==> src/rtl/blc_pkg.sv <==
`default_nettype none
// ----------------------------------------------------------------------------
// Black level correction package
// Shared widths, register and channel codes, CFA channel tables and the
// channel lookup used by the black level correction pipeline.
// ----------------------------------------------------------------------------
package blc_pkg;

    // Pixel precision kept inside the pipeline.
    localparam int unsigned PIXEL_BITS = 14;
    localparam int unsigned RAW_W      = 16;
    localparam int unsigned PSHIFT     = RAW_W - PIXEL_BITS;
    localparam int unsigned PMAX_INT   = (1 << PIXEL_BITS) - 1;
    localparam logic [PIXEL_BITS-1:0] PMAX = PIXEL_BITS'(PMAX_INT);

    // Register field widths.
    localparam int unsigned MODE_W     = 2;
    localparam int unsigned CFA_W      = 4;
    localparam int unsigned OFS_W      = 15;
    localparam int unsigned WL_W       = 14;
    localparam int unsigned CFG_IDX_W  = 3;
    localparam int unsigned CFG_DATA_W = 15;
    localparam int unsigned NUM_CH     = 5;

    // Normalization ratio: (PMAX * 1024) / white level, kept to 24 bits.
    localparam int unsigned RATIO_W    = 24;
    localparam int unsigned FRAC_BITS  = 10;
    localparam int unsigned RATIO_ONE  = 1 << FRAC_BITS;
    localparam int unsigned ROUND_HALF = 1 << (FRAC_BITS - 1);
    localparam int unsigned DIV_NUM    = PMAX_INT * RATIO_ONE;
    localparam int unsigned DIV_NUM_W  = PIXEL_BITS + FRAC_BITS;
    localparam int unsigned DIV_CNT_W  = $clog2(DIV_NUM_W + 1);
    localparam int unsigned WL_RST     = 16383;
    localparam logic [RATIO_W-1:0] RATIO_RST = RATIO_W'(DIV_NUM / WL_RST);

    // Datapath widths.
    localparam int unsigned DIFF_W = ((PIXEL_BITS > OFS_W) ? PIXEL_BITS : OFS_W) + 2;
    localparam int unsigned PROD_W = PIXEL_BITS + RATIO_W;

    // Mode codes; bit one set means normalize.
    localparam logic [MODE_W-1:0] MODE_BYPASS    = 2'd0;
    localparam logic [MODE_W-1:0] MODE_SUBTRACT  = 2'd1;
    localparam logic [MODE_W-1:0] MODE_NORMALIZE = 2'd2;
    localparam int unsigned       MODE_NORM_BIT  = 1;

    // CFA pattern code boundaries.
    localparam logic [CFA_W-1:0] CFA_RGGB        = 4'd0;
    localparam logic [CFA_W-1:0] CFA_LAST_BAYER  = 4'd3;
    localparam logic [CFA_W-1:0] CFA_FIRST_RGBIR = 4'd4;
    localparam logic [CFA_W-1:0] CFA_LAST_RGBIR  = 4'd11;

    // Configuration register indexes.
    typedef enum logic [CFG_IDX_W-1:0] {
        REG_MODE              = 3'd0,
        REG_CFA_PATTERN       = 3'd1,
        REG_OFFSET_RED        = 3'd2,
        REG_OFFSET_GREEN_RED  = 3'd3,
        REG_OFFSET_GREEN_BLUE = 3'd4,
        REG_OFFSET_BLUE       = 3'd5,
        REG_OFFSET_INFRARED   = 3'd6,
        REG_WHITE_LEVEL       = 3'd7
    } t_cfg_idx;

    // Color channels.
    typedef enum logic [2:0] {
        CH_R  = 3'd0,
        CH_GR = 3'd1,
        CH_GB = 3'd2,
        CH_B  = 3'd3,
        CH_IR = 3'd4
    } t_chan;

    // Bayer 2x2 layouts, indexed by {row[0], col[0]}.
    localparam t_chan BAYER_TAB [4][4] = '{
        '{CH_R,  CH_GR, CH_GB, CH_B },
        '{CH_GR, CH_R,  CH_B,  CH_GB},
        '{CH_GB, CH_B,  CH_R,  CH_GR},
        '{CH_B,  CH_GB, CH_GR, CH_R }
    };

    // RGB-IR 4x4 layouts, indexed by {row, col}.
    localparam t_chan RGBIR_TAB [8][16] = '{
        '{CH_R,  CH_GR, CH_B,  CH_GB, CH_GB, CH_IR, CH_GR, CH_IR,
          CH_B,  CH_GB, CH_R,  CH_GR, CH_GR, CH_IR, CH_GB, CH_IR},
        '{CH_B,  CH_GB, CH_R,  CH_GR, CH_GR, CH_IR, CH_GB, CH_IR,
          CH_R,  CH_GR, CH_B,  CH_GB, CH_GB, CH_IR, CH_GR, CH_IR},
        '{CH_GR, CH_R,  CH_GB, CH_B,  CH_IR, CH_GB, CH_IR, CH_GR,
          CH_GB, CH_B,  CH_GR, CH_R,  CH_IR, CH_GR, CH_IR, CH_GB},
        '{CH_GB, CH_B,  CH_GR, CH_R,  CH_IR, CH_GR, CH_IR, CH_GB,
          CH_GR, CH_R,  CH_GB, CH_B,  CH_IR, CH_GB, CH_IR, CH_GR},
        '{CH_IR, CH_GB, CH_IR, CH_GR, CH_GR, CH_R,  CH_GB, CH_B,
          CH_IR, CH_GR, CH_IR, CH_GB, CH_GB, CH_B,  CH_GR, CH_R },
        '{CH_GR, CH_IR, CH_GB, CH_IR, CH_B,  CH_GB, CH_R,  CH_GR,
          CH_GB, CH_IR, CH_GR, CH_IR, CH_R,  CH_GR, CH_B,  CH_GB},
        '{CH_IR, CH_GR, CH_IR, CH_GB, CH_GB, CH_B,  CH_GR, CH_R,
          CH_IR, CH_GB, CH_IR, CH_GR, CH_GR, CH_R,  CH_GB, CH_B },
        '{CH_GB, CH_IR, CH_GR, CH_IR, CH_R,  CH_GR, CH_B,  CH_GB,
          CH_GR, CH_IR, CH_GB, CH_IR, CH_B,  CH_GB, CH_R,  CH_GR}
    };

    // Channel of a pixel from the CFA pattern and its row and column phase.
    // Unknown pattern codes fall back to RGGB.
    function automatic t_chan cfa_channel(input logic [CFA_W-1:0] pattern,
                                          input logic [1:0] row,
                                          input logic [1:0] col);
        logic [2:0] ir_sel;
        logic [1:0] bay_sel;
        ir_sel  = 3'(pattern - CFA_FIRST_RGBIR);
        bay_sel = (pattern <= CFA_LAST_BAYER) ? pattern[1:0] : CFA_RGGB[1:0];
        if (pattern >= CFA_FIRST_RGBIR && pattern <= CFA_LAST_RGBIR) begin
            return RGBIR_TAB[ir_sel][{row, col}];
        end
        return BAYER_TAB[bay_sel][{row[0], col[0]}];
    endfunction

endpackage
`default_nettype wire

==> src/rtl/blc_if.sv <==
`default_nettype none
// ----------------------------------------------------------------------------
// Black level correction channel interfaces
// Valid/ready channels for input pixels, corrected pixels and register writes.
// ----------------------------------------------------------------------------

// Raw pixel item with its row and column phase.
interface blc_pix_in_if;
    logic                           valid;
    logic                           ready;
    logic [blc_pkg::RAW_W-1:0]      pixel_in;
    logic [1:0]                     row_phase;
    logic [1:0]                     col_phase;

    modport source (output valid, output pixel_in, output row_phase,
                    output col_phase, input ready);
    modport sink   (input valid, input pixel_in, input row_phase,
                    input col_phase, output ready);
endinterface

// Corrected pixel item.
interface blc_pix_out_if;
    logic                           valid;
    logic                           ready;
    logic [blc_pkg::RAW_W-1:0]      pixel_out;

    modport source (output valid, output pixel_out, input ready);
    modport sink   (input valid, input pixel_out, output ready);
endinterface

// Register write channel.
interface blc_cfg_if;
    logic                               valid;
    logic                               ready;
    logic [blc_pkg::CFG_IDX_W-1:0]      index;
    logic [blc_pkg::CFG_DATA_W-1:0]     data;

    modport source (output valid, output index, output data, input ready);
    modport sink   (input valid, input index, input data, output ready);
endinterface
`default_nettype wire

==> src/rtl/blc_ratio_div.sv <==
`default_nettype none
// ----------------------------------------------------------------------------
// Normalization ratio divider
// Restoring divider that computes (PMAX * 1024) / white level one quotient
// bit per cycle and holds the resulting ratio until the next division ends.
// ----------------------------------------------------------------------------
module blc_ratio_div (
    input  wire logic                             i_clk,
    input  wire logic                             i_rst_n,
    input  wire logic                             i_start,
    input  wire logic [blc_pkg::WL_W-1:0]         i_full_level,
    output logic                                  o_busy,
    output logic [blc_pkg::RATIO_W-1:0]           o_ratio
);

    logic [blc_pkg::DIV_CNT_W-1:0]  r_cnt;
    logic [blc_pkg::DIV_NUM_W-1:0]  r_quo;
    logic [blc_pkg::WL_W-1:0]       r_rem;
    logic [blc_pkg::WL_W-1:0]       r_div;
    logic [blc_pkg::RATIO_W-1:0]    r_ratio;

    logic [blc_pkg::WL_W:0]         w_shift;
    logic [blc_pkg::WL_W:0]         w_diff;
    logic                           w_ge;
    logic [blc_pkg::WL_W-1:0]       n_rem;
    logic [blc_pkg::DIV_NUM_W-1:0]  n_quo;

    // One restoring step: bring down the next dividend bit and try a subtract.
    always_comb begin
        w_shift = {r_rem, r_quo[blc_pkg::DIV_NUM_W-1]};
        w_diff  = w_shift - {1'b0, r_div};
        w_ge    = (w_shift >= {1'b0, r_div});
        n_rem   = w_ge ? w_diff[blc_pkg::WL_W-1:0] : w_shift[blc_pkg::WL_W-1:0];
        n_quo   = {r_quo[blc_pkg::DIV_NUM_W-2:0], w_ge};
    end

    // Step counter and ratio register.
    always_ff @(posedge i_clk) begin
        if (!i_rst_n) begin
            r_cnt   <= '0;
            r_ratio <= blc_pkg::RATIO_RST;
        end else if (i_start) begin
            r_cnt <= blc_pkg::DIV_CNT_W'(blc_pkg::DIV_NUM_W);
        end else if (r_cnt != '0) begin
            r_cnt <= r_cnt - 1'b1;
            if (r_cnt == blc_pkg::DIV_CNT_W'(1)) begin
                r_ratio <= n_quo[blc_pkg::RATIO_W-1:0];
            end
        end
    end

    // Dividend, partial remainder and divisor; a zero white level counts as one.
    always_ff @(posedge i_clk) begin
        if (i_start) begin
            r_quo <= blc_pkg::DIV_NUM_W'(blc_pkg::DIV_NUM);
            r_rem <= '0;
            r_div <= (i_full_level == '0) ? blc_pkg::WL_W'(1) : i_full_level;
        end else if (r_cnt != '0) begin
            r_quo <= n_quo;
            r_rem <= n_rem;
        end
    end

    assign o_busy  = (r_cnt != '0);
    assign o_ratio = r_ratio;

endmodule
`default_nettype wire

==> src/rtl/black_level_correction.sv <==
`default_nettype none
// Accepted items pass through pipeline stages 1 to 4; stage 4 drives the
// output. Throughput: one item per cycle through the four-stage pipeline
// while the output is ready and no ratio division runs. A white level write
// starts a division; further register writes and input items wait until done.
// Reset (synchronous, active low) empties the pipeline and restores register
// defaults; no clearing pass follows.
// ----------------------------------------------------------------------------
// Black level correction
// Bayer / RGB-IR per-channel offset subtraction with clamp and optional
// normalization to a programmable white level.
// ----------------------------------------------------------------------------
module black_level_correction (
    input  wire logic      i_clk,
    input  wire logic      i_rst_n,
    blc_pix_in_if.sink     i_pix_in,
    blc_pix_out_if.source  o_pix_out,
    blc_cfg_if.sink        i_cfg
);

    localparam int unsigned PW = blc_pkg::PIXEL_BITS;

    // Configuration registers.
    logic [blc_pkg::MODE_W-1:0]       r_mode;
    logic [blc_pkg::CFA_W-1:0]        r_cfa;
    logic signed [blc_pkg::OFS_W-1:0] r_ofs [blc_pkg::NUM_CH];

    logic                             w_cfg_fire;
    blc_pkg::t_cfg_idx                w_cfg_idx;
    logic                             w_div_start;
    logic                             w_div_busy;
    logic [blc_pkg::RATIO_W-1:0]      w_ratio;

    // Pipeline registers.
    logic                             r_v1, r_v2, r_v3, r_v4;
    logic [PW-1:0]                    r_pix1, r_pix2, r_sel3;
    blc_pkg::t_chan                   r_ch1;
    logic [PW-1:0]                    r_clamp2;
    logic [blc_pkg::PROD_W-1:0]       r_prod3;
    logic [blc_pkg::RAW_W-1:0]        r_out4;

    logic                             w_en1, w_en2, w_en3, w_en4;
    logic                             w_in_fire;
    logic signed [blc_pkg::OFS_W-1:0] w_ofs;
    logic signed [blc_pkg::DIFF_W-1:0] w_diff;
    logic [PW-1:0]                    n_clamp;
    logic [blc_pkg::PROD_W:0]         w_round;
    logic [blc_pkg::PROD_W-blc_pkg::FRAC_BITS:0] w_scaled;
    logic [PW-1:0]                    w_norm;
    logic [PW-1:0]                    n_out;

    // Register writes; the ratio divider owns the port while it runs.
    assign i_cfg.ready = !w_div_busy;
    assign w_cfg_fire  = i_cfg.valid && i_cfg.ready;
    assign w_cfg_idx   = blc_pkg::t_cfg_idx'(i_cfg.index);
    assign w_div_start = w_cfg_fire && (w_cfg_idx == blc_pkg::REG_WHITE_LEVEL);

    always_ff @(posedge i_clk) begin
        if (!i_rst_n) begin
            r_mode <= blc_pkg::MODE_BYPASS;
            r_cfa  <= blc_pkg::CFA_RGGB;
            for (int i = 0; i < blc_pkg::NUM_CH; i++) begin
                r_ofs[i] <= '0;
            end
        end else if (w_cfg_fire) begin
            unique case (w_cfg_idx)
                blc_pkg::REG_MODE:
                    r_mode <= i_cfg.data[blc_pkg::MODE_W-1:0];
                blc_pkg::REG_CFA_PATTERN:
                    r_cfa <= i_cfg.data[blc_pkg::CFA_W-1:0];
                blc_pkg::REG_OFFSET_RED:
                    r_ofs[blc_pkg::CH_R] <= i_cfg.data[blc_pkg::OFS_W-1:0];
                blc_pkg::REG_OFFSET_GREEN_RED:
                    r_ofs[blc_pkg::CH_GR] <= i_cfg.data[blc_pkg::OFS_W-1:0];
                blc_pkg::REG_OFFSET_GREEN_BLUE:
                    r_ofs[blc_pkg::CH_GB] <= i_cfg.data[blc_pkg::OFS_W-1:0];
                blc_pkg::REG_OFFSET_BLUE:
                    r_ofs[blc_pkg::CH_B] <= i_cfg.data[blc_pkg::OFS_W-1:0];
                blc_pkg::REG_OFFSET_INFRARED:
                    r_ofs[blc_pkg::CH_IR] <= i_cfg.data[blc_pkg::OFS_W-1:0];
                blc_pkg::REG_WHITE_LEVEL: begin
                    // The divider latches the white level itself.
                end
                default: begin
                end
            endcase
        end
    end

    // Ratio divider, restarted on every white level write.
    blc_ratio_div u_ratio_div (
        .i_clk         (i_clk),
        .i_rst_n       (i_rst_n),
        .i_start       (w_div_start),
        .i_full_level  (i_cfg.data[blc_pkg::WL_W-1:0]),
        .o_busy        (w_div_busy),
        .o_ratio       (w_ratio)
    );

    // A stage loads when it is empty or its content moves on.
    assign w_en4 = !r_v4 || o_pix_out.ready;
    assign w_en3 = !r_v3 || w_en4;
    assign w_en2 = !r_v2 || w_en3;
    assign w_en1 = !r_v1 || w_en2;

    assign i_pix_in.ready = w_en1 && !w_div_busy;
    assign w_in_fire      = i_pix_in.valid && i_pix_in.ready;

    // Stage 1: truncate the raw pixel and look up its channel.
    always_ff @(posedge i_clk) begin
        if (!i_rst_n) begin
            r_v1 <= 1'b0;
        end else if (w_en1) begin
            r_v1 <= w_in_fire;
        end
    end

    always_ff @(posedge i_clk) begin
        if (w_en1) begin
            r_pix1 <= i_pix_in.pixel_in[blc_pkg::RAW_W-1 -: PW];
            r_ch1  <= blc_pkg::cfa_channel(r_cfa, i_pix_in.row_phase, i_pix_in.col_phase);
        end
    end

    // Stage 2: subtract the channel offset and clamp to the pixel range.
    always_comb begin
        unique case (r_ch1)
            blc_pkg::CH_R:  w_ofs = r_ofs[blc_pkg::CH_R];
            blc_pkg::CH_GR: w_ofs = r_ofs[blc_pkg::CH_GR];
            blc_pkg::CH_GB: w_ofs = r_ofs[blc_pkg::CH_GB];
            blc_pkg::CH_B:  w_ofs = r_ofs[blc_pkg::CH_B];
            blc_pkg::CH_IR: w_ofs = r_ofs[blc_pkg::CH_IR];
            default:        w_ofs = r_ofs[blc_pkg::CH_R];
        endcase
        w_diff = signed'(blc_pkg::DIFF_W'(r_pix1)) - blc_pkg::DIFF_W'(w_ofs);
        if (w_diff < 0) begin
            n_clamp = '0;
        end else if (w_diff > signed'(blc_pkg::DIFF_W'(blc_pkg::PMAX))) begin
            n_clamp = blc_pkg::PMAX;
        end else begin
            n_clamp = w_diff[PW-1:0];
        end
    end

    always_ff @(posedge i_clk) begin
        if (!i_rst_n) begin
            r_v2 <= 1'b0;
        end else if (w_en2) begin
            r_v2 <= r_v1;
        end
    end

    always_ff @(posedge i_clk) begin
        if (w_en2) begin
            r_pix2   <= r_pix1;
            r_clamp2 <= n_clamp;
        end
    end

    // Stage 3: pick bypass or corrected value and scale by the ratio.
    always_ff @(posedge i_clk) begin
        if (!i_rst_n) begin
            r_v3 <= 1'b0;
        end else if (w_en3) begin
            r_v3 <= r_v2;
        end
    end

    always_ff @(posedge i_clk) begin
        if (w_en3) begin
            r_sel3  <= (r_mode == blc_pkg::MODE_BYPASS) ? r_pix2 : r_clamp2;
            r_prod3 <= blc_pkg::PROD_W'(r_clamp2) * blc_pkg::PROD_W'(w_ratio);
        end
    end

    // Stage 4: round, drop the fraction, saturate and realign to 16 bits.
    always_comb begin
        w_round  = (blc_pkg::PROD_W+1)'(r_prod3)
                 + (blc_pkg::PROD_W+1)'(blc_pkg::ROUND_HALF);
        w_scaled = w_round[blc_pkg::PROD_W:blc_pkg::FRAC_BITS];
        if (w_scaled > (blc_pkg::PROD_W-blc_pkg::FRAC_BITS+1)'(blc_pkg::PMAX)) begin
            w_norm = blc_pkg::PMAX;
        end else begin
            w_norm = w_scaled[PW-1:0];
        end
        n_out = r_mode[blc_pkg::MODE_NORM_BIT] ? w_norm : r_sel3;
    end

    always_ff @(posedge i_clk) begin
        if (!i_rst_n) begin
            r_v4 <= 1'b0;
        end else if (w_en4) begin
            r_v4 <= r_v3;
        end
    end

    always_ff @(posedge i_clk) begin
        if (w_en4) begin
            r_out4 <= blc_pkg::RAW_W'(n_out) << blc_pkg::PSHIFT;
        end
    end

    assign o_pix_out.valid     = r_v4;
    assign o_pix_out.pixel_out = r_out4;

`ifndef NO_ASSERTIONS
    // A white level write must close the input until the new ratio is ready.
    a_ratio_hold: assert property (@(posedge i_clk) disable iff (!i_rst_n)
        w_div_start |=> (w_div_busy && !i_pix_in.ready))
        else $error("item input open while ratio divider runs");

    // A stalled multiply stage keeps its item and its product.
    a_stall_keep: assert property (@(posedge i_clk) disable iff (!i_rst_n)
        (r_v3 && !w_en4) |=> (r_v3 && $stable(r_prod3) && $stable(r_sel3)))
        else $error("stalled item lost or changed in multiply stage");

    // Every accepted item enters the first stage.
    a_enter: assert property (@(posedge i_clk) disable iff (!i_rst_n)
        w_in_fire |=> r_v1)
        else $error("accepted item did not enter the pipeline");

    // A full output register under backpressure holds its result.
    a_out_keep: assert property (@(posedge i_clk) disable iff (!i_rst_n)
        (r_v4 && !o_pix_out.ready) |=> (r_v4 && $stable(r_out4)))
        else $error("stalled result lost or changed");
`endif

endmodule
`default_nettype wire
==> src/flat_wrapper.sv <==
// flat-port wrapper written by rule: the top's interface ports become plain ports
module black_level_correction_flat 
  (i_clk, i_rst_n, i_pix_in_valid, i_pix_in_pixel_in, i_pix_in_row_phase, i_pix_in_col_phase, i_pix_in_ready, o_pix_out_valid, o_pix_out_pixel_out, o_pix_out_ready, i_cfg_valid, i_cfg_index, i_cfg_data, i_cfg_ready);
  blc_pix_in_if i_pix_in_i ();
  blc_pix_out_if o_pix_out_i ();
  blc_cfg_if i_cfg_i ();
  input  wire logic i_clk;
  input  wire logic i_rst_n;
  input wire logic [$bits(i_pix_in_i.valid)-1:0] i_pix_in_valid;
  input wire logic [$bits(i_pix_in_i.pixel_in)-1:0] i_pix_in_pixel_in;
  input wire logic [$bits(i_pix_in_i.row_phase)-1:0] i_pix_in_row_phase;
  input wire logic [$bits(i_pix_in_i.col_phase)-1:0] i_pix_in_col_phase;
  output wire logic [$bits(i_pix_in_i.ready)-1:0] i_pix_in_ready;
  output wire logic [$bits(o_pix_out_i.valid)-1:0] o_pix_out_valid;
  output wire logic [$bits(o_pix_out_i.pixel_out)-1:0] o_pix_out_pixel_out;
  input wire logic [$bits(o_pix_out_i.ready)-1:0] o_pix_out_ready;
  input wire logic [$bits(i_cfg_i.valid)-1:0] i_cfg_valid;
  input wire logic [$bits(i_cfg_i.index)-1:0] i_cfg_index;
  input wire logic [$bits(i_cfg_i.data)-1:0] i_cfg_data;
  output wire logic [$bits(i_cfg_i.ready)-1:0] i_cfg_ready;
  assign i_pix_in_i.valid = i_pix_in_valid;
  assign i_pix_in_i.pixel_in = i_pix_in_pixel_in;
  assign i_pix_in_i.row_phase = i_pix_in_row_phase;
  assign i_pix_in_i.col_phase = i_pix_in_col_phase;
  assign i_pix_in_ready = i_pix_in_i.ready;
  assign o_pix_out_valid = o_pix_out_i.valid;
  assign o_pix_out_pixel_out = o_pix_out_i.pixel_out;
  assign o_pix_out_i.ready = o_pix_out_ready;
  assign i_cfg_i.valid = i_cfg_valid;
  assign i_cfg_i.index = i_cfg_index;
  assign i_cfg_i.data = i_cfg_data;
  assign i_cfg_ready = i_cfg_i.ready;
  black_level_correction u_core (.i_clk(i_clk), .i_rst_n(i_rst_n), .i_pix_in(i_pix_in_i), .o_pix_out(o_pix_out_i), .i_cfg(i_cfg_i));
endmodule
==> config.mk <==
export PLATFORM = sky130hd
export DESIGN_NAME = black_level_correction_flat
export DESIGN_NICKNAME = d
export VERILOG_FILES = /design/src/rtl/blc_pkg.sv /design/src/rtl/blc_if.sv /design/src/rtl/blc_ratio_div.sv /design/src/rtl/black_level_correction.sv /design/src/flat_wrapper.sv
export SDC_FILE = /design/constraint.sdc
export NUM_CORES = 1
export LEC_CHECK = 0
export ABC_CLOCK_PERIOD_IN_PS = 8400
export BUFFER_PORTS_ARGS = -buffer_cell sky130_fd_sc_hd__clkbuf_2
export CAP_MARGIN = 10
export CORE_ASPECT_RATIO = 0.5
export CORE_UTILIZATION = 55
export CTS_CLUSTER_DIAMETER = 60
export DETAILED_ROUTE_END_ITERATION = 10
export PLACE_DENSITY = 0.72
export SYNTH_ARGS = -nofsm -noshare
export SYNTH_HDL_FRONTEND = slang
export SYNTH_SLANG_ARGS = --single-unit
==> constraint.sdc <==
create_clock -name i_clk -period 8.4 [get_ports i_clk]
set_input_delay 0.84 -clock i_clk [delete_from_list [all_inputs] [get_ports i_clk]]
set_output_delay 0.84 -clock i_clk [all_outputs]
set_load 0.005 [all_outputs]
Yosys cells after proc, flatten, opt, wreduce, memory -nomap -nowiden. Memories as Yosys holds them, arrays and structs flattened. Index checks and enable logic that the tools add are counted.

Flip-flop bits (word level): 202. Memory bits (writable): 75. ROM bits: 384. Memories kept: 2.

Add/subtract/negate cells: 5. Multipliers: 1. $lt $le $gt $ge: 11. Equality and inequality tests: 12. Mux-type cells: 50. Bitwise operators: 11. Reductions and logical operators: 23.

Memory list: (name not given) (words 8, width 48, read ports 1, clocked after Yosys merged registers in 0, write ports 0, RTL line blc_pkg.sv:111) `return RGBIR_TAB[ir_sel][{row, col}];`; u_core.r_ofs (words 5, width 15, read ports 5, clocked after Yosys merged registers in 0, write ports 5, RTL line black_level_correction.sv:26) `logic signed [blc_pkg::OFS_W-1:0] r_ofs [blc_pkg::NUM_CH];`.

Operator list (count): 48-bit two-way mux (2); 15-bit two-way mux (5); 14-bit two-way mux (5); 15-bit case mux with 4 select lines (1); 38-bit by 10-bit adder with 39-bit output, second input constant (1); 14-bit by 24-bit multiplier with 38-bit output (1); 29-bit by 14-bit > comparator with 1-bit output, second input constant (1); 12-bit binary-select mux with 2-bit select (1); 12-bit two-way mux (2); 1-bit two-way mux (23); 3-bit two-way mux (6); 16-bit by 15-bit > comparator with 1-bit output, second input constant (1); 16-bit by 1-bit < comparator with 1-bit output, second input constant (1); 15-bit by 15-bit subtractor with 16-bit output (1); 3-bit equality test, second input constant (5); 15-bit by 14-bit >= comparator with 1-bit output (1); 14-bit logical NOT (1); 14-bit subtractor (1); 3-bit binary-select mux with 4-bit select (1); 3-bit by 2-bit equality test with 1-bit output, second input constant (4); 5-bit two-way mux (2); 3-bit binary-select mux with 2-bit select (1); 3-bit by 1-bit equality test with 1-bit output, second input constant (2); 3-bit >= comparator, second input constant (2); 24 further kinds (42).

Logic depth before layout (Yosys ltp).
Depth after elaboration: 10. Gate-level depth with buffers: 24.

Cells and area by module. From an unflattened synthesis, not the netlist that was laid out.

Cell total of the unflattened synthesis: 2266. Area total of the unflattened synthesis: 22786.9 um2.

By module, submodules not included: black_level_correction (instances 1, cells an instance 1798, area each 18855.6 um2, seq. area each 5515.3 um2); blc_ratio_div (instances 1, cells an instance 468, area each 3931.3 um2, seq. area each 1761.7 um2).

Worst setup path before layout. No wires, ideal clock.

Kind: register to register. Start point: register u_core.r_clamp2[7]. End point: register u_core.r_prod3[21] (netlist name) (data pin). Library setup time: 0.258 ns. Arrival time: 5.865 ns. Data required time: 8.142 ns. Slack: 2.277 ns. Stages on the path, launching flop included: 23. Period minus slack after synthesis: 6.123 ns. Cell sequence: edfxtp_1 clkbuf_1 clkbuf_1 nand2_1 fa_1 inv_1 fa_1 fa_1 fa_1 fa_1 inv_1 fa_1 inv_1 ha_1 a21oi_1 o21ai_0 a2111oi_1 o21ai_1 a21oi_1 nor2b_1 o21a_1 nor2_1 xnor2_1.

Word-level cells in the longest chain between the ends: 1.

Ends and longest elaborated chain: start, declared (RTL line black_level_correction.sv:38) `logic [PW-1:0] r_clamp2;`; start signal, assigned (RTL line black_level_correction.sv:156) `r_clamp2 <= n_clamp;`; 14-bit by 24-bit multiplier with 38-bit output (RTL line black_level_correction.sv:172) `r_prod3 <= blc_pkg::PROD_W'(r_clamp2) * blc_pkg::PROD_W'(w_ratio);`; end signal, assigned (RTL line black_level_correction.sv:172); end, declared (RTL line black_level_correction.sv:39) `logic [blc_pkg::PROD_W-1:0] r_prod3;`.

Every way passes these cells. A chain may end at the register's enable or synchronous reset.

Worst setup path in the final report.
Start point: register u_core.r_clamp2[4]. End point: register u_core.r_prod3[37] (netlist name) (data pin).

The elaborated chain is that of the path after synthesis.

==> qor.yml <==
postCtsSetupRepairBufs: 0
ff_latch_area_sq_mm: 0.00728
r2r_start: "u_core.r_clamp2[4]$_SDFFCE_PN0P_"
grt_pass1_vias: 15009
tns_ns: 0
synth-async-reset-ratio_pct: 0
fin_total_pwr_w: 0.00791
post_cts_resized: 0
critPathMaxFanout: 20
cts_tree: "yes"
clkSlewWorstSetupHoldPaths_ns: 0.06
routed_wl_um: 48700
synth_top_cell_area_share_pct: 25.5
port_buffers: 57
cts_root_buf: "clkbuf_16"
reg2reg_to: "u_core.r_prod3[37]$_DFFE_PP_"
finClkSkew_ns: 0.0180
die_h_um: 145
crit_required_ns: 8.72
grt_pass1_wl_um: 78100
core.rowCount: 51
ctsHoldBuffers: 0
min_period_ns: 6.99
p_per_area_mw_per_mm2: 328
ys_ff_latch: 268
ys_warn_count: 0
clk_latency_ns: 0.57
crit_end: "u_core.r_prod3[37]$_DFFE_PP_"
worst_pin_slew_ns: 1.16
p_leak_nw: 10.8
grt_overflow: 0
avgViaCountPerCell: 5.51
synth.distinct_cells: 73
vdd_drop_max_v: 0.000237
antenna_found_initial: 1
multi_input_area_sq_mm: 0.0136
synth_cells: 2245
grtUsageTotal_pct: 24.1
hpwl_um: 36700
layout.cells.most_common: "inv_1"
rsz0062_at_grt: "no"
drc_errors: 2
grt_max_degree: 50
status: "finished, violations left"
gp_congestion: 0.882
antenna-diode-count: 0
critical_path_arrival_ns: 7.30
start_util_pct: 56.8
max_freq_ghz: 0.143
clock-sinks: 268
ys_top_cells_by_area: "edfxtp_1 (26%), fa_1 (23%), ha_1 (7.6%)"
nets: 2681
fill_cells: 3254
seq_area_frac_synth_pct: 32.4
violations: "design-rule violations"
wire_per_inst_um: 17.4
io_pins: 62
worstSetupPathType: "reg2reg"
syn_avg_cell_area_sq_um: 10.0
cts.path.max_buffers: 3
critPathLaunch: "u_core.r_clamp2[4]$_SDFFCE_PN0P_"
setup_violations: 0
hold_class: "in2reg"
drv_slew: 0
drt-pass1-iter-count: 8
cts_buffers: 27
hp-start: "i_pix_in_pixel_in[3]"
synth_edf_count: 191
startpoint_type: "flip-flop"
final_hold_viol_count: 0
synth_ff_type: "edfxtp_1"
drtIter0Drc: 937
maxSlewHeadroom_pct: 22.4
yosys.area.top_type: "edfxtp_1"
syn-cell-area_sq_mm: 0.0225
fin_crit_sh_pct: 83.2
r2r_slack_ns: 1.41
ant_nets: 0
maxCapViolCount: 0
final_cell_mix: "inv_1 (309), nand2_1 (298), fa_1 (262), edfxtp_1 (191), and2_1 (170)"
end_kind: "flip-flop"
htree_levels: 1
routed-via-count: 15367
die_x_um: 288
core_area_sq_mm: 0.0396
drive_above_1_share_pct: 7.83
rr_worst_depth: 21
die-area_sq_mm: 0.0417
syn2layout_area_growth_pct: 7.31
[sequential cells by signal (all words and copies together) (netlist names)]
name and count:
u_core.r_ofs 75, u_core.r_clamp2 14, u_core.o_pix_out.pixel_out 14, u_core.u_ratio_div.o_ratio 24, u_core.r_sel3 14, u_core.r_ch1 3
u_core.r_v2 1, u_core.r_pix2 14, u_core.u_ratio_div.r_cnt 5, u_core.o_pix_out.valid 1, u_core.u_ratio_div.r_rem 14, u_core.r_v3 1
u_core.r_pix1 14, u_core.r_mode 2, u_core.u_ratio_div.r_div 14, u_core.r_cfa 4, u_core.r_prod3 29, u_core.u_ratio_div.r_quo 24
u_core.r_v1 1
[cells by family (layout without fill, tap and decap cells)]
logic type	count (synthesis)	in the layout	synth area share [%]
adders and majority gates	399	399	31.0
and+or+nand+nor	729	729	15.8
AOI/OAI and AO/OA	319	319	8.99
buffers and inverters	424	438	7.17
DFF	268	268	32.4
other	1	2	0.0167
muxes	41	41	2.15
xor gates and xnor gates	64	64	2.50
[layout make-up]
| class | count | share of cell area (%) |
|---|---|---|
| tap | 530 | 2.75 |
| inverter | 309 | 4.81 |
| sequential | 268 | 30.2 |
| multi-input combinational | 1554 | 56.4 |
| clock inverter | 16 | 0.701 |
| timing repair buffer | 79 | 1.90 |
| clock buffer | 34 | 3.21 |
[worst min-delay path by stage]
stage | slack [ns] | end | cells after the start
final | 0.44 | u_core.r_pix1[1]$_DFFE_PN_ | 1
after global routing | 0.41 | u_core.r_pix1[1]$_DFFE_PN_ | 1
after CTS | 0.41 | u_core.r_pix1[1]$_DFFE_PN_ | 1
after detailed placement | 0.45 | u_core.r_pix2[7]$_DFFE_PP_ | 0
after global placement | 0.45 | u_core.r_pix2[7]$_DFFE_PP_ | 0
after floorplan | 0.43 | u_core.r_pix2[0]$_DFFE_PP_ | 0
[per-layer routing]
metal  wire length, um  track usage (%)  up-vias  part of all wire [%]
met1             22200             33.9     7578                    46
met3              3750             5.24       63                   7.7
li1                  -                -     7290                     -
met4               835             5.10        0                   1.7
met5                 0                0        -                     0
met2             21900             38.4      436                    45
[synth_stat cells, types with 5 or more instances]
master and instances:
nand4_1 10, nand2b_1 24, ha_1 137, mux2i_1 19, nor2_1 105, o21ai_0 76
inv_1 309, nor3_1 29, a21o_1 18, clkbuf_1 108, dfxtp_1 77, nor2b_1 24
fa_1 262, or3_1 6, nand2_1 299, xnor2_1 39, o21a_1 15, a211oi_1 11
or2_2 7, nor4_1 5, o22ai_1 10, a221o_1 6, a21boi_0 27, edfxtp_1 191
mux2_2 18, o311ai_0 7, and3_1 6, a21oi_1 104, nand3_1 24, xor2_1 25
and2_1 170, o211ai_1 10
[critical path, stage by stage, from the launching register on]
cell	delay, ns
edfxtp_1	0.76
and2_1	0.36
fa_1	0.54
inv_1	0.06
fa_1	0.53
inv_1	0.05
fa_1	0.53
fa_1	0.45
fa_1	0.56
inv_1	0.06
fa_1	0.53
inv_1	0.04
ha_1	0.33
a21oi_1	0.13
o21ai_0	0.16
a2111oi_1	0.58
nor3_1	0.18
nor2_2	0.25
o21ai_2	0.13
a211oi_2	0.26
o21bai_1	0.11
xnor2_1	0.13
[through the flow]
stage	cells	worst slack [ns]	instance area, sq um	util [%]	hold slack, ns
finish	2790	1.41	24100	60.9	0.435
global route	2790	1.02	24100	60.9	0.413
CTS	2789	1.41	24100	60.9	0.410
detailed placement	2739	1.43	23100	58.5	0.451
global placement	2739	1.50	23100	58.5	0.454
floorplan	2246	2.28	22500	-	0.426
[power by group]
| group | switching [W] | leakage, nW | internal, W |
|---|---|---|---|
| Combinational | 0.00252 | 7.72 | 0.00181 |
| Clock | 0.000538 | 0.469 | 0.000724 |
| Sequential | 0.000479 | 2.64 | 0.00184 |
Power figures use the tool's default switching activity.
